[config.mk]
export PLATFORM = sky130hd
export DESIGN_NAME = clock_motor_tick_controller
export DESIGN_NICKNAME = d
export VERILOG_FILES = /design/src/rtl/cmtc_pkg.sv /design/src/rtl/cmtc_core.sv /design/src/rtl/cmtc_out_reg.sv /design/src/rtl/clock_motor_tick_controller.sv
export SDC_FILE = /design/constraint.sdc
export NUM_CORES = 1
export LEC_CHECK = 0
export ABC_AREA = 1
export BUFFER_PORTS_ARGS = -buffer_cell sky130_fd_sc_hd__buf_2
export CORE_ASPECT_RATIO = 0.5
export CORE_MARGIN = 4
export CORE_UTILIZATION = 43
export DETAILED_ROUTE_END_ITERATION = 6
export GPL_TIMING_DRIVEN = 0
export SYNTH_ARGS = -nofsm -noshare
export SYNTH_HDL_FRONTEND = slang
export SYNTH_SLANG_ARGS = --single-unit
[constraint.sdc]
create_clock -name i_clk -period 3.6 [get_ports i_clk]
set_clock_uncertainty 0.2 [all_clocks]
set_input_delay 0.54 -clock i_clk [delete_from_list [all_inputs] [get_ports i_clk]]
set_output_delay 0.54 -clock i_clk [all_outputs]
set_load 0.005 [all_outputs]
[src/rtl/cmtc_pkg.sv]
// Package for the clock motor tick controller.
// Operation and register codes, reset defaults and the result struct.
// No dependencies.
package cmtc_pkg;

    typedef enum logic [2:0] {
        OP_WRITE     = 3'd0,
        OP_READ      = 3'd1,
        OP_TICK      = 3'd2,
        OP_PULSE_END = 3'd3,
        OP_DELAY_END = 3'd4,
        OP_PWR_FAIL  = 3'd5,
        OP_PWR_GOOD  = 3'd6
    } t_op;

    typedef enum logic [3:0] {
        REG_ID       = 4'd0,
        REG_POSITION = 4'd1,
        REG_ADJUST   = 4'd2,
        REG_TICK_MS  = 4'd3,
        REG_TICK_DTY = 4'd4,
        REG_ADJ_MS   = 4'd5,
        REG_ADJ_DTY  = 4'd6,
        REG_DELAY    = 4'd7,
        REG_CONTROL  = 4'd8,
        REG_STATUS   = 4'd9
    } t_reg;

    typedef enum logic {
        CFG_DIAL = 1'b0,
        CFG_ID   = 1'b1
    } t_cfg;

    localparam logic [15:0] DIAL_RESET     = 16'd43200;
    localparam logic [15:0] POS_RESET      = 16'd43199;
    localparam logic [7:0]  ID_RESET       = 8'd0;
    localparam logic [7:0]  TICK_MS_RESET  = 8'd12;
    localparam logic [7:0]  TICK_DTY_RESET = 8'd60;
    localparam logic [7:0]  ADJ_MS_RESET   = 8'd16;
    localparam logic [7:0]  ADJ_DTY_RESET  = 8'd90;
    localparam logic [7:0]  GAP_MS_RESET   = 8'd20;
    localparam int          ENABLE_BIT     = 7;
    localparam logic [15:0] STEPS_MAX      = 16'hFFFF;

    typedef struct packed {
        logic [15:0] read_data;
        logic        pulse_start;
        logic [7:0]  pulse_ms;
        logic [7:0]  pulse_duty;
        logic        coil_select;
        logic        delay_start;
        logic [7:0]  delay_ms;
    } t_result;

endpackage

[src/rtl/cmtc_core.sv]
// Controller state and the per-item next-state and result logic.
// Depends on cmtc_pkg.
module cmtc_core (
    input  logic                 i_clk,
    input  logic                 i_rst_n,
    input  logic                 i_accept,
    input  logic [2:0]           i_operation,
    input  logic [3:0]           i_reg_select,
    input  logic [15:0]          i_write_data,
    input  logic                 i_cfg_we,
    input  logic                 i_cfg_index,
    input  logic [15:0]          i_cfg_data,
    output cmtc_pkg::t_result    o_result
);

    logic [15:0] r_dial, r_pos, r_steps;
    logic [7:0]  r_id, r_tick_ms, r_tick_dty, r_adj_ms, r_adj_dty, r_gap_ms;
    logic [7:0]  r_ctrl, r_saved;
    logic        r_phase, r_adjusting, r_pwr_lost;

    logic [15:0] n_pos, n_steps;
    logic [7:0]  n_tick_ms, n_tick_dty, n_adj_ms, n_adj_dty, n_gap_ms;
    logic [7:0]  n_ctrl, n_saved;
    logic        n_phase, n_adjusting, n_pwr_lost;

    logic [16:0] pos_inc;
    logic [15:0] pos_adv;
    logic [7:0]  wr_byte;
    cmtc_pkg::t_result res;

    assign pos_inc = {1'b0, r_pos} + 17'd1;
    // Wrap at the dial size; a position beyond the dial also wraps to zero.
    assign pos_adv = (pos_inc >= {1'b0, r_dial}) ? 16'd0 : pos_inc[15:0];
    assign wr_byte = i_write_data[7:0];

    always_comb begin
        n_pos       = r_pos;
        n_steps     = r_steps;
        n_tick_ms   = r_tick_ms;
        n_tick_dty  = r_tick_dty;
        n_adj_ms    = r_adj_ms;
        n_adj_dty   = r_adj_dty;
        n_gap_ms    = r_gap_ms;
        n_ctrl      = r_ctrl;
        n_saved     = r_saved;
        n_phase     = r_phase;
        n_adjusting = r_adjusting;
        n_pwr_lost  = r_pwr_lost;
        res         = '0;

        unique case (cmtc_pkg::t_op'(i_operation))
            cmtc_pkg::OP_WRITE: begin
                unique case (cmtc_pkg::t_reg'(i_reg_select))
                    cmtc_pkg::REG_POSITION: n_pos      = i_write_data;
                    cmtc_pkg::REG_ADJUST:   n_steps    = i_write_data;
                    cmtc_pkg::REG_TICK_MS:  n_tick_ms  = wr_byte;
                    cmtc_pkg::REG_TICK_DTY: n_tick_dty = wr_byte;
                    cmtc_pkg::REG_ADJ_MS:   n_adj_ms   = wr_byte;
                    cmtc_pkg::REG_ADJ_DTY:  n_adj_dty  = wr_byte;
                    cmtc_pkg::REG_DELAY:    n_gap_ms   = wr_byte;
                    cmtc_pkg::REG_CONTROL:  n_ctrl     = wr_byte;
                    default: ;
                endcase
            end
            cmtc_pkg::OP_READ: begin
                unique case (cmtc_pkg::t_reg'(i_reg_select))
                    cmtc_pkg::REG_ID:       res.read_data = {8'd0, r_id};
                    cmtc_pkg::REG_POSITION: res.read_data = r_pos;
                    cmtc_pkg::REG_ADJUST:   res.read_data = r_steps;
                    cmtc_pkg::REG_TICK_MS:  res.read_data = {8'd0, r_tick_ms};
                    cmtc_pkg::REG_TICK_DTY: res.read_data = {8'd0, r_tick_dty};
                    cmtc_pkg::REG_ADJ_MS:   res.read_data = {8'd0, r_adj_ms};
                    cmtc_pkg::REG_ADJ_DTY:  res.read_data = {8'd0, r_adj_dty};
                    cmtc_pkg::REG_DELAY:    res.read_data = {8'd0, r_gap_ms};
                    cmtc_pkg::REG_CONTROL:  res.read_data = {8'd0, r_ctrl};
                    cmtc_pkg::REG_STATUS:   res.read_data = {15'd0, r_phase};
                    default:                res.read_data = 16'd0;
                endcase
            end
            cmtc_pkg::OP_TICK: begin
                if (r_ctrl[cmtc_pkg::ENABLE_BIT] && r_steps == 16'd0) begin
                    n_pos           = pos_adv;
                    res.pulse_start = 1'b1;
                    res.pulse_ms    = r_tick_ms;
                    res.pulse_duty  = r_tick_dty;
                end else if (r_steps != 16'd0) begin
                    // enabled tick while adjusting adds one more step, saturating at STEPS_MAX
                    if (r_ctrl[cmtc_pkg::ENABLE_BIT] && r_steps != cmtc_pkg::STEPS_MAX)
                        n_steps = r_steps + 16'd1;
                    if (!r_adjusting) begin
                        n_adjusting     = 1'b1;
                        n_pos           = pos_adv;
                        res.pulse_start = 1'b1;
                        res.pulse_ms    = r_tick_ms;
                        res.pulse_duty  = r_tick_dty;
                    end
                end
            end
            cmtc_pkg::OP_PULSE_END: begin
                n_phase = ~r_phase;
                if (r_steps != 16'd0)
                    n_steps = r_steps - 16'd1;
                if (r_steps > 16'd1) begin
                    res.delay_start = 1'b1;
                    res.delay_ms    = r_gap_ms;
                end else begin
                    n_adjusting = 1'b0;
                end
            end
            cmtc_pkg::OP_DELAY_END: begin
                n_pos           = pos_adv;
                res.pulse_start = 1'b1;
                res.pulse_ms    = (r_steps == 16'd1) ? r_tick_ms  : r_adj_ms;
                res.pulse_duty  = (r_steps == 16'd1) ? r_tick_dty : r_adj_dty;
            end
            cmtc_pkg::OP_PWR_FAIL: begin
                if (!r_pwr_lost) begin
                    n_pwr_lost                    = 1'b1;
                    n_saved                       = r_ctrl;
                    n_ctrl[cmtc_pkg::ENABLE_BIT]  = 1'b0;
                    if (r_steps > 16'd1)
                        n_steps = 16'd1;
                end
            end
            cmtc_pkg::OP_PWR_GOOD: begin
                if (r_pwr_lost) begin
                    n_pwr_lost = 1'b0;
                    n_ctrl     = r_saved;
                end
            end
            default: ;
        endcase

        res.coil_select = n_phase;
    end

    assign o_result = res;

    always_ff @(posedge i_clk) begin
        if (!i_rst_n) begin
            r_dial      <= cmtc_pkg::DIAL_RESET;
            r_id        <= cmtc_pkg::ID_RESET;
            r_pos       <= cmtc_pkg::POS_RESET;
            r_steps     <= 16'd1;
            r_tick_ms   <= cmtc_pkg::TICK_MS_RESET;
            r_tick_dty  <= cmtc_pkg::TICK_DTY_RESET;
            r_adj_ms    <= cmtc_pkg::ADJ_MS_RESET;
            r_adj_dty   <= cmtc_pkg::ADJ_DTY_RESET;
            r_gap_ms    <= cmtc_pkg::GAP_MS_RESET;
            r_ctrl      <= 8'd0;
            r_saved     <= 8'd0;
            r_phase     <= 1'b0;
            r_adjusting <= 1'b0;
            r_pwr_lost  <= 1'b0;
        end else begin
            if (i_cfg_we) begin
                unique case (cmtc_pkg::t_cfg'(i_cfg_index))
                    cmtc_pkg::CFG_DIAL: r_dial <= i_cfg_data;
                    cmtc_pkg::CFG_ID:   r_id   <= i_cfg_data[7:0];
                    default: ;
                endcase
            end
            if (i_accept) begin
                r_pos       <= n_pos;
                r_steps     <= n_steps;
                r_tick_ms   <= n_tick_ms;
                r_tick_dty  <= n_tick_dty;
                r_adj_ms    <= n_adj_ms;
                r_adj_dty   <= n_adj_dty;
                r_gap_ms    <= n_gap_ms;
                r_ctrl      <= n_ctrl;
                r_saved     <= n_saved;
                r_phase     <= n_phase;
                r_adjusting <= n_adjusting;
                r_pwr_lost  <= n_pwr_lost;
            end
        end
    end

endmodule

[src/rtl/cmtc_out_reg.sv]
// Result register with valid/ready toward the consumer.
// Depends on cmtc_pkg.
module cmtc_out_reg (
    input  logic                 i_clk,
    input  logic                 i_rst_n,
    input  logic                 i_load,
    input  cmtc_pkg::t_result    i_result,
    input  logic                 i_ready,
    output logic                 o_valid,
    output logic                 o_free,
    output cmtc_pkg::t_result    o_result
);

    logic              r_valid;
    cmtc_pkg::t_result r_result;

    // free when empty or draining this cycle
    assign o_free   = !r_valid || i_ready;
    assign o_valid  = r_valid;
    assign o_result = r_result;

    always_ff @(posedge i_clk) begin
        if (!i_rst_n) begin
            r_valid <= 1'b0;
        end else if (i_load) begin
            r_valid <= 1'b1;
        end else if (i_ready) begin
            r_valid <= 1'b0;
        end
    end

    always_ff @(posedge i_clk) begin
        if (i_load) begin
            r_result <= i_result;
        end
    end

endmodule

[src/rtl/clock_motor_tick_controller.sv]
// Clock motor tick controller: one result item per input item.
// Latency: a result is valid the cycle after its input item is accepted.
// Throughput: one item per cycle while results are taken; the single result
// register sets the pace: a new item is taken in the cycle the held one is.
// Reset (i_rst_n low, synchronous) restores all registers to their defaults
// and empties the result register.
module clock_motor_tick_controller (
    input  logic        i_clk,
    input  logic        i_rst_n,
    // input item channel
    input  logic        i_in_valid,
    output logic        o_in_ready,
    input  logic [2:0]  i_operation,
    input  logic [3:0]  i_reg_select,
    input  logic [15:0] i_write_data,
    // configuration write port
    input  logic        i_cfg_we,
    input  logic        i_cfg_index,
    input  logic [15:0] i_cfg_data,
    // result item channel
    output logic        o_out_valid,
    input  logic        i_out_ready,
    output logic [15:0] o_read_data,
    output logic        o_pulse_start,
    output logic [7:0]  o_pulse_ms,
    output logic [7:0]  o_pulse_duty,
    output logic        o_coil_select,
    output logic        o_delay_start,
    output logic [7:0]  o_delay_ms
);

    logic              accept;
    logic              out_free;
    cmtc_pkg::t_result core_res;
    cmtc_pkg::t_result held_res;

    // Input is taken whenever the result register can take the result.
    assign o_in_ready = out_free;
    assign accept     = i_in_valid && out_free;

    // State and all per-item decisions: one pass of compares and
    // increments from the input ports to the result register.
    cmtc_core u_core (
        .i_clk        (i_clk),
        .i_rst_n      (i_rst_n),
        .i_accept     (accept),
        .i_operation  (i_operation),
        .i_reg_select (i_reg_select),
        .i_write_data (i_write_data),
        .i_cfg_we     (i_cfg_we),
        .i_cfg_index  (i_cfg_index),
        .i_cfg_data   (i_cfg_data),
        .o_result     (core_res)
    );

    // Result register decouples the two handshakes.
    cmtc_out_reg u_out (
        .i_clk    (i_clk),
        .i_rst_n  (i_rst_n),
        .i_load   (accept),
        .i_result (core_res),
        .i_ready  (i_out_ready),
        .o_valid  (o_out_valid),
        .o_free   (out_free),
        .o_result (held_res)
    );

    assign o_read_data   = held_res.read_data;
    assign o_pulse_start = held_res.pulse_start;
    assign o_pulse_ms    = held_res.pulse_ms;
    assign o_pulse_duty  = held_res.pulse_duty;
    assign o_coil_select = held_res.coil_select;
    assign o_delay_start = held_res.delay_start;
    assign o_delay_ms    = held_res.delay_ms;

endmodule

After elaboration in Yosys (flattened, before gate mapping):

Index checks and enable logic that the tools add are counted.

* logic and storage cells: 125
* output and inout bits: 45
* register bits after elaboration: 159
* input bits: 45

* reductions and logical operators: 31
* $add $sub $neg: 3
* order comparisons: 2
* eq/ne operators: 29
* mux-type cells: 35
* bitwise gates (word level): 2

Operator list (number)
* 2-to-1 mux 16 bit: 12
* one-hot mux 16 bit (10 select lines): 1
* one-hot mux 16 bit (4 select lines): 1
* 2-to-1 mux 17 bit: 3
* one-hot mux 16 bit (3 select lines): 1
* one-hot mux 17 bit (2 select lines): 1
* 2-to-1 mux 8 bit: 4
* AND reduction 3 bit: 6
* adder 16 x 1 -> 17 bit, second input constant: 1
* greater-or-equal comparator 17 x 16 -> 1 bit: 1
* adder 16 x 1 -> 16 bit, second input constant: 1
* equality test 16 x 1 -> 1 bit, second input constant: 1
* equality test 4 x 3 -> 1 bit, second input constant: 4
* > comparator 16 x 1 -> 1 bit, second input constant: 1
* zero test 16 bit: 1
* != test 16 bit, second input constant: 1
* nonzero test 16 bit: 1
* subtractor 16 x 1 -> 16 bit, second input constant: 1
* one-hot mux 7 bit (2 select lines): 1
* != test 2 bit, second input constant: 6
* AND reduction 2 bit: 5
* AND reduction 5 bit: 2
* equality test 3 bit, second input constant: 3
* 2-to-1 mux 9 bit: 1
* 22 further kinds: 42

Depth between registers and ports, before layout:

Gate-level depths: netlist of the first run.

* depth in word-level cells: 7
* mapped depth: 21

Cells and area by module:

Synthesis of the first run repeated with hierarchy kept, for this count alone.

* cell total of the unflattened synthesis: 1278
* area total of the unflattened synthesis: 8904.8 um^2

Modules (own cells, without submodules)
* cmtc_core: cells an instance 1227, instances 1, area each 7559.8 um^2
* cmtc_out_reg: cells an instance 49, instances 1, area each 1337.5 um^2
* clock_motor_tick_controller: cells an instance 2, instances 1, area each 7.5 um^2

Least setup slack after synthesis of the first run:

OpenSTA, ideal clock, no wires.

* kind: in2reg
* from: input port i_out_ready
* to: register u_out.r_result (netlist bit u_out.o_result[0]) (enable)
* arrival time: 2.267 ns
* data required time: 2.976 ns
* stages on the path: 3
* path slack: 0.709 ns
* path buffers: 1
* cells stage by stage: inv_1 > a21oi_1 > clkbuf_1

* word-level cells in the longest chain between the ends: 2

RTL lines
* start: declaration: RTL line clock_motor_tick_controller.sv:22 `input logic i_out_ready,`
* logical OR 1 bit: RTL line cmtc_out_reg.sv:18 `assign o_free = !r_valid || i_ready;`
* logical AND 1 bit: RTL line clock_motor_tick_controller.sv:39 `assign accept = i_in_valid && out_free;`
* via accept: RTL line clock_motor_tick_controller.sv:32 `logic accept;`
* end signal: assignment: RTL line cmtc_out_reg.sv:34 `r_result <= i_result;`
* end: declaration: RTL line cmtc_out_reg.sv:15 `cmtc_pkg::t_result r_result;`

The timed path passes the listed nets, and every way through them passes these cells.
A chain may end at the register's enable or synchronous reset.

Worst setup path in the final report of the first run:

* from: register u_core.r_pos[0]
* to: register u_core.r_pos[13]

* word-level cells in the longest chain between the ends: 7

RTL lines
* start: declaration: RTL line cmtc_core.sv:16 `logic [15:0] r_dial, r_pos, r_steps;`
* start signal: assignment: RTL line cmtc_core.sv:143 `r_pos <= cmtc_pkg::POS_RESET;`
* start signal: assignment: RTL line cmtc_core.sv:164 `r_pos <= n_pos;`
* adder 16 x 1 -> 17 bit (*): RTL line cmtc_core.sv:31 `assign pos_inc = {1'b0, r_pos} + 17'd1;`
* greater-or-equal comparator 17 x 16 -> 1 bit: RTL line cmtc_core.sv:33 `assign pos_adv = (pos_inc >= {1'b0, r_dial}) ? 16'd0 : pos_inc[15:0];`
* 2-to-1 mux 16 bit (*): RTL line cmtc_core.sv:33
* 2-to-1 mux 16 bit: RTL line cmtc_core.sv:90 `if (!r_adjusting) begin`
* 2-to-1 mux 16 bit: RTL line cmtc_core.sv:86 `end else if (r_steps != 16'd0) begin`
* 2-to-1 mux 16 bit: RTL line cmtc_core.sv:81 `if (r_ctrl[cmtc_pkg::ENABLE_BIT] && r_steps == 16'd0) begin`
* one-hot mux 16 bit (3 select lines) (*): RTL line cmtc_core.sv:51 `unique case (cmtc_pkg::t_op'(i_operation))`

Every way passes the cells marked *; elsewhere a longest branch is shown, timed or not. The select of a mux whose other input is x is not followed.

==> reports/results.ini, run 1 <==
[sta]
finalCritPeriodShare = 0.877
worstMarginPinSlew_ns = 0.848
hold_violations = 0
slew_headroom = 0.434
hold-worst-slack_ns = 0.111
min_period_ns = 3.16
setup_viol = 0
maxSlewViolCount = 0
max_freq_ghz = 0.317
rsz0062_at_grt = no

[cells_and_area]
area_growth_pct = 15.8
final_nets = 1451
diodes = 0
layout_commonest_cell = nand2_1
num-fill-cells = 2006
drive_above_1_share = 0.137
layout_common_cells = 285 x nand2_1, 160 x inv_1, 153 x nor2_1

[drt]
num_vias = 9145
avgRoutedWirePerCell_um = 19.4
drc = 0
postRouteWirelength_um = 32200
drtIter0Drc = 1153
vias_per_cell = 5.50
first_pass_iters = 6
ant_nets = 0

[clocking]
clk_pin_slew_ns = 0.07
htree_levels = 4
cts_root_buffer = clkbuf_16
numCtsBuffers = 17
numClockSinks = 159
clk_path_buf_depth = 2
clock_latency_ns = 0.44
cts_tree = yes

[logic_synthesis]
synthFlopType = dfxtp_1
synth_cells = 1278
async_flop_share = 0
avgSynthCellArea_um2 = 7.01
ys_ff_latch = 159
synth_cell_type_count = 49
syn-num-nets = 1344
synth_warnings = 0
synth-edff-count = 43
mappedNetlistArea_mm2 = 0.00896
yosysSeqAreaShare = 0.403

[flow_run]
cap_violations = 0

[worst_setup_path]
crit_path_max_fanout = 10
path_delay_family = simple AND/OR/NAND/NOR gates
cp_common_cell = nand2_1
critical_path_arrival_ns = 3.29
crit_path_end_kind = register
start_kind = register
crit_required_ns = 3.74
worstPathCellList = ha_1 -> nand3_2 -> nor2_4 -> xor2_1 -> inv_1 -> ha_1 -> nand2_1 -> nor2_1 -> inv_1 -> a21oi_1 -> nor2_1 -> nor2_1 -> nor2_4 -> buf_4 -> nand3_1 -> nand2_1 -> nand2_1 -> nand2_1
crit_buf_inv = 3
critPathMaxStageDelay_ns = 0.44
worst-setup-path-type = reg2reg
crit_slowest_cell = dfxtp_2

[die]
row_count = 36
pin_count = 90
initial_core_util = 0.449
fp.dieH_um = 110
die_w_um = 212
core_area_mm2 = 0.0200
die_area_mm2 = 0.0233

[pwr]
ir_drop_uv = 258
clkPwrFrac = 0.413
sequentialPowerShare = 0.419
comb_power_share = 0.168
fin_total_pwr_mw = 4.72
switching_share = 0.296
p_leak_nw = 4.56
power_density_mw_per_mm2 = 455
power.switching_mw = 1.39
p_int_mw = 3.32

[placed_design]
gp_congestion = 0.938
dpl.hpwl_um = 24600
port_buffers = 87

[status]
status = complete, no violations

[global_route]
grt_max_degree = 39
grt_pass1_wl_um = 48700
antenna_found_initial = 0
track_usage = 0.278
overflow = 0
grt_pass1_vias = 8219

[min_path]
hold_class = in2reg

==> area by class of cell <==
class / instances / area [um2] / share of cell area
Multi-Input combinational cell: 897 / 4450 / 0.429
Buffer: 51 / 256 / 0.0247
Tap cell: 266 / 333 / 0.0321
Clock buffer: 20 / 468 / 0.0451
Sequential cell: 159 / 3610 / 0.348
Clock inverter: 12 / 158 / 0.0152
Inverter: 171 / 642 / 0.0619
Timing Repair Buffer: 88 / 455 / 0.0439
==> state kept, by name, indices dropped and copies added, names as in the netlist <==
signal / cells
u_core.r_saved: 8
u_core.r_steps: 16
u_core.r_ctrl: 8
u_core.r_adj_dty: 8
u_core.r_phase: 1
u_core.r_pos: 16
u_core.r_pwr_lost: 1
u_core.r_gap_ms: 8
u_core.r_dial: 16
u_out.o_valid: 1
u_out.o_result: 43
u_core.r_tick_dty: 8
u_core.r_id: 8
u_core.r_adj_ms: 8
u_core.r_tick_ms: 8
u_core.r_adjusting: 1
==> metrics by stage <==
| step | util | cells | instance area, um2 | setup TNS [ns] | setup WS (ns) |
|---|---|---|---|---|---|
| 4_1_cts | 0.520 | 1664 | 10400 | 0 | 0.360 |
| 2_1_floorplan | - | 1278 | 8960 | 0 | 0.709 |
| 5_1_grt | 0.520 | 1664 | 10400 | 0 | 0.0798 |
| 3_3_place_gp | 0.487 | 1631 | 9730 | -8.56 | -0.188 |
| 6_report | 0.520 | 1664 | 10400 | 0 | 0.441 |
| 3_5_place_dp | 0.489 | 1632 | 9750 | 0 | 0.387 |
==> final timing paths <==
kind	slack [ns]	depth (start not counted)	start	end
max	0.44	18	u_core.r_pos[0]$_SDFFE_PN1P_	u_core.r_pos[13]$_SDFFE_PN1P_
min	0.11	3	i_cfg_data[11]	u_core.r_dial[11]$_SDFFE_PN1P_
max reg2reg	0.44	18	u_core.r_pos[0]$_SDFFE_PN1P_	u_core.r_pos[13]$_SDFFE_PN1P_
min reg2reg	0.25	2	u_core.r_saved[6]$_SDFFE_PN0P_	u_core.r_saved[6]$_SDFFE_PN0P_
==> cells by family after synthesis <==
logic type	count (synthesis)	synth area share
AND/OR/NAND/NOR	597	0.287
AO/OA/AOI/OAI	268	0.170
buffers and inverters	222	0.100
flip-flops	159	0.403
adder cells (fa/ha/maj)	21	0.0293
XOR/XNOR	11	0.0108
==> synth_stat cells (all sizes together) (3+ instances only) <==
cell	instances	share of area
edfxtp	43	0.14
nor3	14	0.0084
dfxtp	116	0.26
nor2	167	0.077
o211ai	20	0.017
nand3	115	0.071
or2	3	0.0021
ha	21	0.029
o221ai	5	0.0049
clkbuf	22	0.0094
buf	29	0.019
o21ai	106	0.060
a211oi	14	0.012
inv	168	0.070
o221a	3	0.0038
nand4	7	0.0049
nand2	288	0.12
o22ai	5	0.0035
clkinv	3	0.0013
xor2	10	0.0098
o2111ai	3	0.0029
a21oi	102	0.057
a31oi	3	0.0021
==> worst register-to-register path, delay by kind of cell (launching register included) <==
family          cells  cell delay (ns)
xor+xnor            1             0.28
flops               1             0.44
simple gates       11             1.16
fa+ha+maj           2             0.54
buf+inv             3             0.33
compound gates      1             0.11
==> power groups by stage <==
stage          sequential, mW  clock (mW)  combinational (mW)
2_1_floorplan            2.00           0               0.515
3_3_place_gp             2.01           0               0.764
3_5_place_dp             2.01           0               0.780
4_1_cts                  1.97        1.97               0.784
5_1_grt                  1.98        2.06               0.892
6_report                 1.98        1.95               0.794
==> timing repair <==
action	CTS	global route
setup buffers	0	0
hold buffers	0	0
endpoints found under the setup margin	0	4
resized for setup	0	1
endpoints found under the hold margin	0	0
==> layer usage <==
metal	up-vias	GRT usage	routed length, um
met1	4260	0.417	15000
met2	435	0.391	13200
met5	-	0	0
met4	0	0.0633	388
met3	24	0.0817	3690
li1	4426	-	-
Power figures use the tool's default switching activity.
==> run 2, diff against run 1 <==
--- a/config.mk
+++ b/config.mk
@@ -5,7 +5,6 @@
 export SDC_FILE = /design/constraint.sdc
 export NUM_CORES = 1
 export LEC_CHECK = 0
-export ABC_AREA = 1
 export BUFFER_PORTS_ARGS = -buffer_cell sky130_fd_sc_hd__buf_2
 export CORE_ASPECT_RATIO = 0.5
 export CORE_MARGIN = 4
==> run 2 against run 1 <==
The flow now finishes with violations (DRC); sequential power barely moved; die area fell by 4.1%; largest power group is now clock; count of clock-buffer cells in the layout rose by 1; cell count fell by 20%; synthesized cell count fell by 25%; highest routed layer unchanged; critical endpoint is now u_core.r_pos[9]$_SDFFE_PN0P_; largest cell class unchanged.
==> reports/results.ini, run 2 <==
[status]
status = finished with violations
violations = DRC

[sta]
max_freq_ghz = 0.298  ; -5.7%
worstMarginPinSlew_ns = 1.05  ; +0.198 ns
setup_viol = 0  ; unchanged
maxSlewViolCount = 0  ; unchanged
min_period_ns = 3.35  ; +0.192 ns
finalCritPeriodShare = 0.931  ; +0.0534
rsz0062_at_grt = no
hold-worst-slack_ns = 0.130  ; +0.0191 ns
tns_ns = 0  ; unchanged
slew_headroom = 0.301  ; -0.134
hold_violations = 0  ; unchanged

[logic_synthesis]
synth-edff-count = 43  ; unchanged
avgSynthCellArea_um2 = 8.91  ; +27%
yosysMostFrequentCell = dfxtp_1
synth_top_cell_by_area = dfxtp_1
synth_cells = 961  ; -25%
syn-num-nets = 1027  ; -24%
yosysSeqAreaShare = 0.422  ; +0.0184
mappedNetlistArea_mm2 = 0.00857  ; -4.4%
ys_ff_latch = 159  ; unchanged
synthTopCellsByArea = dfxtp_1 27%, edfxtp_1 15%, mux2i_1 7.2%
synth_cell_type_count = 64  ; +31%
async_flop_share = 0  ; unchanged
synthFlopType = dfxtp_1
synth_top_area_share = 0.271  ; +0.0118
synth_warnings = 0  ; unchanged
synth_common_cells = 116 x dfxtp_1, 97 x nor2_1, 88 x nand2_1

[drt]
drc = 10  ; +10
num_vias = 7920  ; -13%
postRouteWirelength_um = 28300  ; -12%
first_pass_iters = 7  ; +1
drtIter0Drc = 922  ; -20%
vias_per_cell = 5.92  ; +7.7%
ant_nets = 0  ; unchanged
avgRoutedWirePerCell_um = 21.2  ; +9.3%

[clocking]
numClockSinks = 159  ; unchanged
htree_levels = 4  ; unchanged
clk_path_buf_depth = 2  ; unchanged
numCtsBuffers = 17  ; unchanged
clk_pin_slew_ns = 0.07  ; about the same
cts_tree = yes
cts_root_buffer = clkbuf_16
clock_latency_ns = 0.44  ; about the same

[global_route]
track_usage = 0.247  ; -0.0315
antenna_found_initial = 0  ; unchanged
grt_pass1_wl_um = 42700  ; -12%
overflow = 0  ; unchanged
grt_max_degree = 28  ; -28%
grt_pass1_vias = 7413  ; -9.8%

[worst_setup_path]
worst-setup-path-type = reg2reg
start_kind = register
crit_path_end_kind = register
critical_path_arrival_ns = 3.51  ; +0.22 ns
crit_required_ns = 3.76  ; +0.02 ns
crit_path_max_fanout = 18  ; +8

[flow_run]
cap_violations = 0  ; unchanged

[placed_design]
gp_congestion = 0.937  ; -0.14%
port_buffers = 79  ; -9.2%
dpl.hpwl_um = 20500  ; -17%
placed_area_mm2 = 0.00932  ; -4.4%

[die]
pin_count = 90  ; unchanged
initial_core_util = 0.439  ; -0.00971
row_count = 36  ; unchanged
die_w_um = 208  ; -2.1%
die_area_mm2 = 0.0224  ; -4.1%
fp.dieH_um = 108  ; -2.0%
core_area_mm2 = 0.0195  ; -2.3%

[cells_and_area]
seqCellArea_mm2 = 0.00363  ; +0.31%
multi_input_area_mm2 = 0.00449  ; +1.0%
area_growth_pct = 16.8
final_nets = 1125  ; -22%
final_core_util = 0.513  ; -0.00692
largest_reg_flops = 43  ; unchanged
layout_common_cells = 108 x dfxtp_1, 96 x nor2_1, 88 x nand2_1
diodes = 0  ; unchanged
layout_commonest_cell = dfxtp_1
drive_above_1_share = 0.155  ; +0.0182
num-fill-cells = 1867  ; -6.9%
stdcell_area_mm2 = 0.0100  ; -3.6%

[pwr]
clkPwrFrac = 0.433  ; +0.020
power.switching_mw = 1.28  ; -8.6%
power_density_mw_per_mm2 = 463  ; +1.9%
comb_power_share = 0.146  ; -0.022
p_int_mw = 3.36  ; +1.2%
ir_drop_uv = 300  ; +16%
sequentialPowerShare = 0.420  ; about the same
switching_share = 0.275  ; -0.0207
fin_total_pwr_mw = 4.64  ; -1.7%
p_leak_nw = 3.71  ; -19%

[min_path]
hold_class = in2reg

-- run 2: changes by cell type in the layout (fill, tap and decap cells not counted), sizes merged, moves of 62 or more --
cell   before  now
nor2      167  100
inv       169   42
nand3     115   30
nand2     288   88
o21ai     106   17
mux2i       0   62
-- run 2: final cells by class --
| type | count | area share |
|---|---|---|
| Buffer | 82 | 0.0329 |
| Clock buffer | 21 | 0.0461 |
| Clock inverter | 11 | 0.0179 |
| Inverter | 39 | 0.0146 |
| Multi-Input combinational cell | 677 | 0.449 |
| Sequential cell | 159 | 0.362 |
| Tap cell | 266 | 0.0333 |
| Timing Repair Buffer | 83 | 0.0438 |
-- run 2: per-layer routing --
layer	up-vias	GRT usage	share of wire	wire, um
met2	398	0.390	0.43	12300
met5	-	0	0	0
met4	0	0.0576	0.015	436
li1	3711	-	-	-
met1	3766	0.345	0.46	13100
met3	45	0.0588	0.089	2520
-- run 2: worst max-delay path: stages (launching register included) --
cell and delay (ns):
dfxtp_2 0.43, nand2_1 0.10, or3_1 0.39, clkbuf_1 0.19, nor2b_1 0.18, xor2_1 0.21
ha_1 0.29, nand4_1 0.14, nor4_1 0.07, a211oi_1 0.28, o211a_1 0.19, clkbuf_4 0.27
a32oi_1 0.14, o221ai_1 0.20
-- run 2: kinds of logic after synthesis --
| logic type | count (synthesis) | share of synthesized area |
|---|---|---|
| AOI/OAI and AO/OA | 226 | 0.186 |
| xor gates and xnor gates | 26 | 0.0266 |
| adders and majority gates | 21 | 0.0307 |
| buffers and inverters | 125 | 0.0567 |
| DFF | 159 | 0.422 |
| muxes | 69 | 0.0856 |
| and+or+nand+nor | 335 | 0.193 |
-- run 2: worst paths after layout --
check,startpoint,endpoint,slack (ns),cells past startpoint
setup reg to reg,u_core.r_pos[2]$_SDFFE_PN1P_,u_core.r_pos[9]$_SDFFE_PN0P_,0.25,13
hold / removal,i_cfg_data[11],u_core.r_dial[11]$_SDFFE_PN1P_,0.13,3
hold reg to reg,u_core.r_id[6]$_SDFFE_PN0P_,u_core.r_id[6]$_SDFFE_PN0P_,0.26,2
setup / recovery,u_core.r_pos[2]$_SDFFE_PN1P_,u_core.r_pos[9]$_SDFFE_PN0P_,0.25,13
-- run 2: power groups by stage --
stage               Combinational (mW)  Sequential, mW  Clock (mW)
floorplan                        0.425            1.98           0
global placement                 0.640            1.98           0
detailed placement               0.651            1.98           0
CTS                              0.649            1.95        2.03
global route                     0.738            1.96        2.10
finish                           0.679            1.95        2.01
-- run 2: what timing repair did --
item | 4_1_cts | 5_1_grt
gates resized for setup | 3 | 16
hold buffers | 0 | 0
setup endpoints to repair | 11 | 22
pin swaps | 0 | 2
setup buffers | 0 | 3
-- run 2: stage by stage --
| stage | instances | setup slack (ns) |
|---|---|---|
| 3_3_place_gp | 1306 | -0.740 |
| 4_1_cts | 1335 | 0.0310 |
| 2_1_floorplan | 961 | 0.313 |
| 6_report | 1338 | 0.249 |
| 5_1_grt | 1338 | 0.00738 |
| 3_5_place_dp | 1307 | -0.297 |
==> run 3, diff against run 2 <==
--- a/config.mk
+++ b/config.mk
@@ -8,9 +8,10 @@
 export BUFFER_PORTS_ARGS = -buffer_cell sky130_fd_sc_hd__buf_2
 export CORE_ASPECT_RATIO = 0.5
 export CORE_MARGIN = 4
-export CORE_UTILIZATION = 43
+export CORE_UTILIZATION = 59
 export DETAILED_ROUTE_END_ITERATION = 6
 export GPL_TIMING_DRIVEN = 0
+export PLACE_DENSITY = 0.8
 export SYNTH_ARGS = -nofsm -noshare
 export SYNTH_HDL_FRONTEND = slang
 export SYNTH_SLANG_ARGS = --single-unit
==> run 3 against run 2 <==
The flow now finishes without violations; power down 3.2%; sequential share of layout area up 0.50 points; sequential power hardly changed; count of clock-buffer cells in the layout is 2 lower; sequential cell count stayed put; critical path type unchanged; largest power group is now registers; highest routed layer unchanged.
==> reports/results.ini, run 3 (synthesis results as in run 2) <==
[clocking]
cts-hold-fix-buffers = 0  ; unchanged
numClockSinks = 159  ; unchanged
clk_pin_slew_ns = 0.07  ; about the same
clock_latency_ns = 0.44  ; about the same
cts_tree = yes
numCtsBuffers = 17  ; unchanged
cts_root_buffer = clkbuf_16
clk_path_buf_depth = 2  ; unchanged
htree_levels = 4  ; unchanged

[worst_setup_path]
worst-setup-path-type = reg2reg
critical_path_arrival_ns = 3.54  ; +0.03 ns
crit_path_max_fanout = 10  ; -8
crit_slowest_cell = dfxtp_2
crit_required_ns = 3.74  ; -0.02 ns
worstPathCellList = ha_2 -> nand4_1 -> nor2_1 -> xor2_1 -> ha_1 -> a211oi_1 -> nor2_1 -> a2111oi_1 -> or3_4 -> clkbuf_4 -> nand2_1 -> o2111ai_1
r2r_slack_ns = 0.21  ; -0.04 ns
crit_path_end_kind = register
cp_common_cell = nor2_1
critPathMaxStageDelay_ns = 0.44  ; about the same
start_kind = register

[placed_design]
gp_congestion = 0.948  ; +1.2%
port_buffers = 79  ; unchanged
dpl.hpwl_um = 20100  ; -1.8%
pre_cts_ws_ns = -0.342  ; -0.0446 ns
placed_cells = 1233  ; -5.7%

[status]
status = complete, no violations

[die]
row_count = 30  ; -17%
core_area_mm2 = 0.0139  ; -29%
fp.dieH_um = 93.2  ; -14%
pin_count = 90  ; unchanged
initial_core_util = 0.617  ; +0.178
die_area_mm2 = 0.0166  ; -26%
die_w_um = 178  ; -14%

[sta]
min_period_ns = 3.39  ; +0.0408 ns
setup_viol = 0  ; unchanged
slew_headroom = 0.265  ; -0.0358
hold_violations = 0  ; unchanged
rsz0062_at_grt = no
worstMarginPinSlew_ns = 1.10  ; +0.0535 ns
finalCritPeriodShare = 0.942  ; +0.0113
tns_ns = 0  ; unchanged
setup_slack_ns = 0.208  ; -0.0408 ns
max_freq_ghz = 0.295  ; -1.2%
maxSlewViolCount = 0  ; unchanged

[drt]
drtIter0Drc = 886  ; -3.9%
dr_wl_met3_um = 3240  ; +29%
route.met2.wl_um = 12000  ; -2.5%
avgRoutedWirePerCell_um = 22.1  ; +4.3%
drc = 0  ; -10
ant_nets = 0  ; unchanged
highest_layer = met4
postRouteWirelength_um = 27900  ; -1.6%
first_pass_iters = 6  ; -1
vias_per_cell = 6.52  ; +10%
wl_met1_um = 11800  ; -9.9%
num_vias = 8229  ; +3.9%

[pwr]
switching_share = 0.294  ; +0.0186
sequentialPowerShare = 0.434  ; +0.014
ir_drop_uv = 338  ; +13%
comb_power_share = 0.153  ; +0.007
fin_total_pwr_mw = 4.49  ; -3.2%
power.switching_mw = 1.32  ; +3.4%
p_leak_nw = 3.69  ; -0.59%
power_density_mw_per_mm2 = 455  ; -1.8%
clkPwrFrac = 0.412  ; -0.021
p_int_mw = 3.17  ; -5.7%

[cells_and_area]
diodes = 0  ; unchanged
largest_reg_flops = 43  ; unchanged
drive_above_1_share = 0.155  ; about the same
area_growth_pct = 15.1
instances_no_fill = 1263  ; -5.6%
layout_common_cells = 108 x dfxtp_1, 96 x nor2_1, 88 x nand2_1
layout_commonest_cell = dfxtp_1
final_nets = 1124  ; -0.089%

[global_route]
antenna_found_initial = 0  ; unchanged
grt_pass1_wl_um = 42700  ; about the same
grt_max_degree = 32  ; +14%
track_usage = 0.335  ; +0.0881
overflow = 0  ; unchanged
grt_pass1_vias = 7651  ; +3.2%

[min_path]
hold_class = in2reg

[flow_run]
cap_violations = 0  ; unchanged

## run 3: cell types whose count changed in the layout (fill, tap and decap cells not counted), sizes merged
cell      change
bufinv        -3
clkbuf        -3
clkinv        +3
clkinvlp      -1
inv           +3
## run 3: stage by stage
stage,hold slack (ns),instance area [um2],utilization
finish,0.128,9860,0.710
global route,0.143,9860,0.710
CTS,0.131,9820,0.707
detailed placement,0.249,9220,0.664
global placement,0.244,9200,0.663
floorplan,0.232,8570,-
## run 3: worst paths after layout
check                                startpoint                              to  cells past startpoint
setup / recovery   u_core.r_pos[0]$_SDFFE_PN1P_    u_core.r_pos[0]$_SDFFE_PN1P_                     12
hold / removal                   i_cfg_data[15]  u_core.r_dial[15]$_SDFFE_PN1P_                      3
setup reg to reg   u_core.r_pos[0]$_SDFFE_PN1P_    u_core.r_pos[0]$_SDFFE_PN1P_                     12
hold reg to reg   u_core.r_dial[5]$_SDFFE_PN0P_   u_core.r_dial[5]$_SDFFE_PN0P_                      2
## run 3: metal layers
| layer | GRT usage | vias to the layer above |
|---|---|---|
| met4 | 0.122 | 0 |
| met2 | 0.500 | 539 |
| li1 | - | 3713 |
| met1 | 0.468 | 3896 |
| met3 | 0.0864 | 81 |
| met5 | 0 | - |
## run 3: power by group through the flow
stage                     logic (mW)  clock network (mW)  registers (mW)
final                          0.688                1.85            1.95
after global routing           0.742                1.93            1.96
after CTS                      0.652                1.84            1.95
after detailed placement       0.648                   0            1.98
after global placement         0.631                   0            1.98
after floorplan                0.425                   0            1.98
## run 3: final cells by class
cell class                 instances  area [um2]
multi-input combinational        677        4490
fill                            1102        4030
sequential                       159        3620
clock buffer                      19         454
timing repair buffer              82         430
buffer                            82         333
tap                              192         240
inverter                          39         146
clock inverter                    13         145
## run 3: critical path, delay by kind of cell (launching register included)
family,cells,cell delay [ns]
compound gates,3,0.85
xor+xnor,1,0.22
fa+ha+maj,2,0.55
buf+inv,1,0.21
flops,1,0.44
simple gates,5,0.84
## run 3: repair_timing
item	in CTS	in global routing
setup endpoints to repair	11	16
pin swaps	0	2
buffers inserted	0	2
resized for setup	5	15
gates cloned	0	0
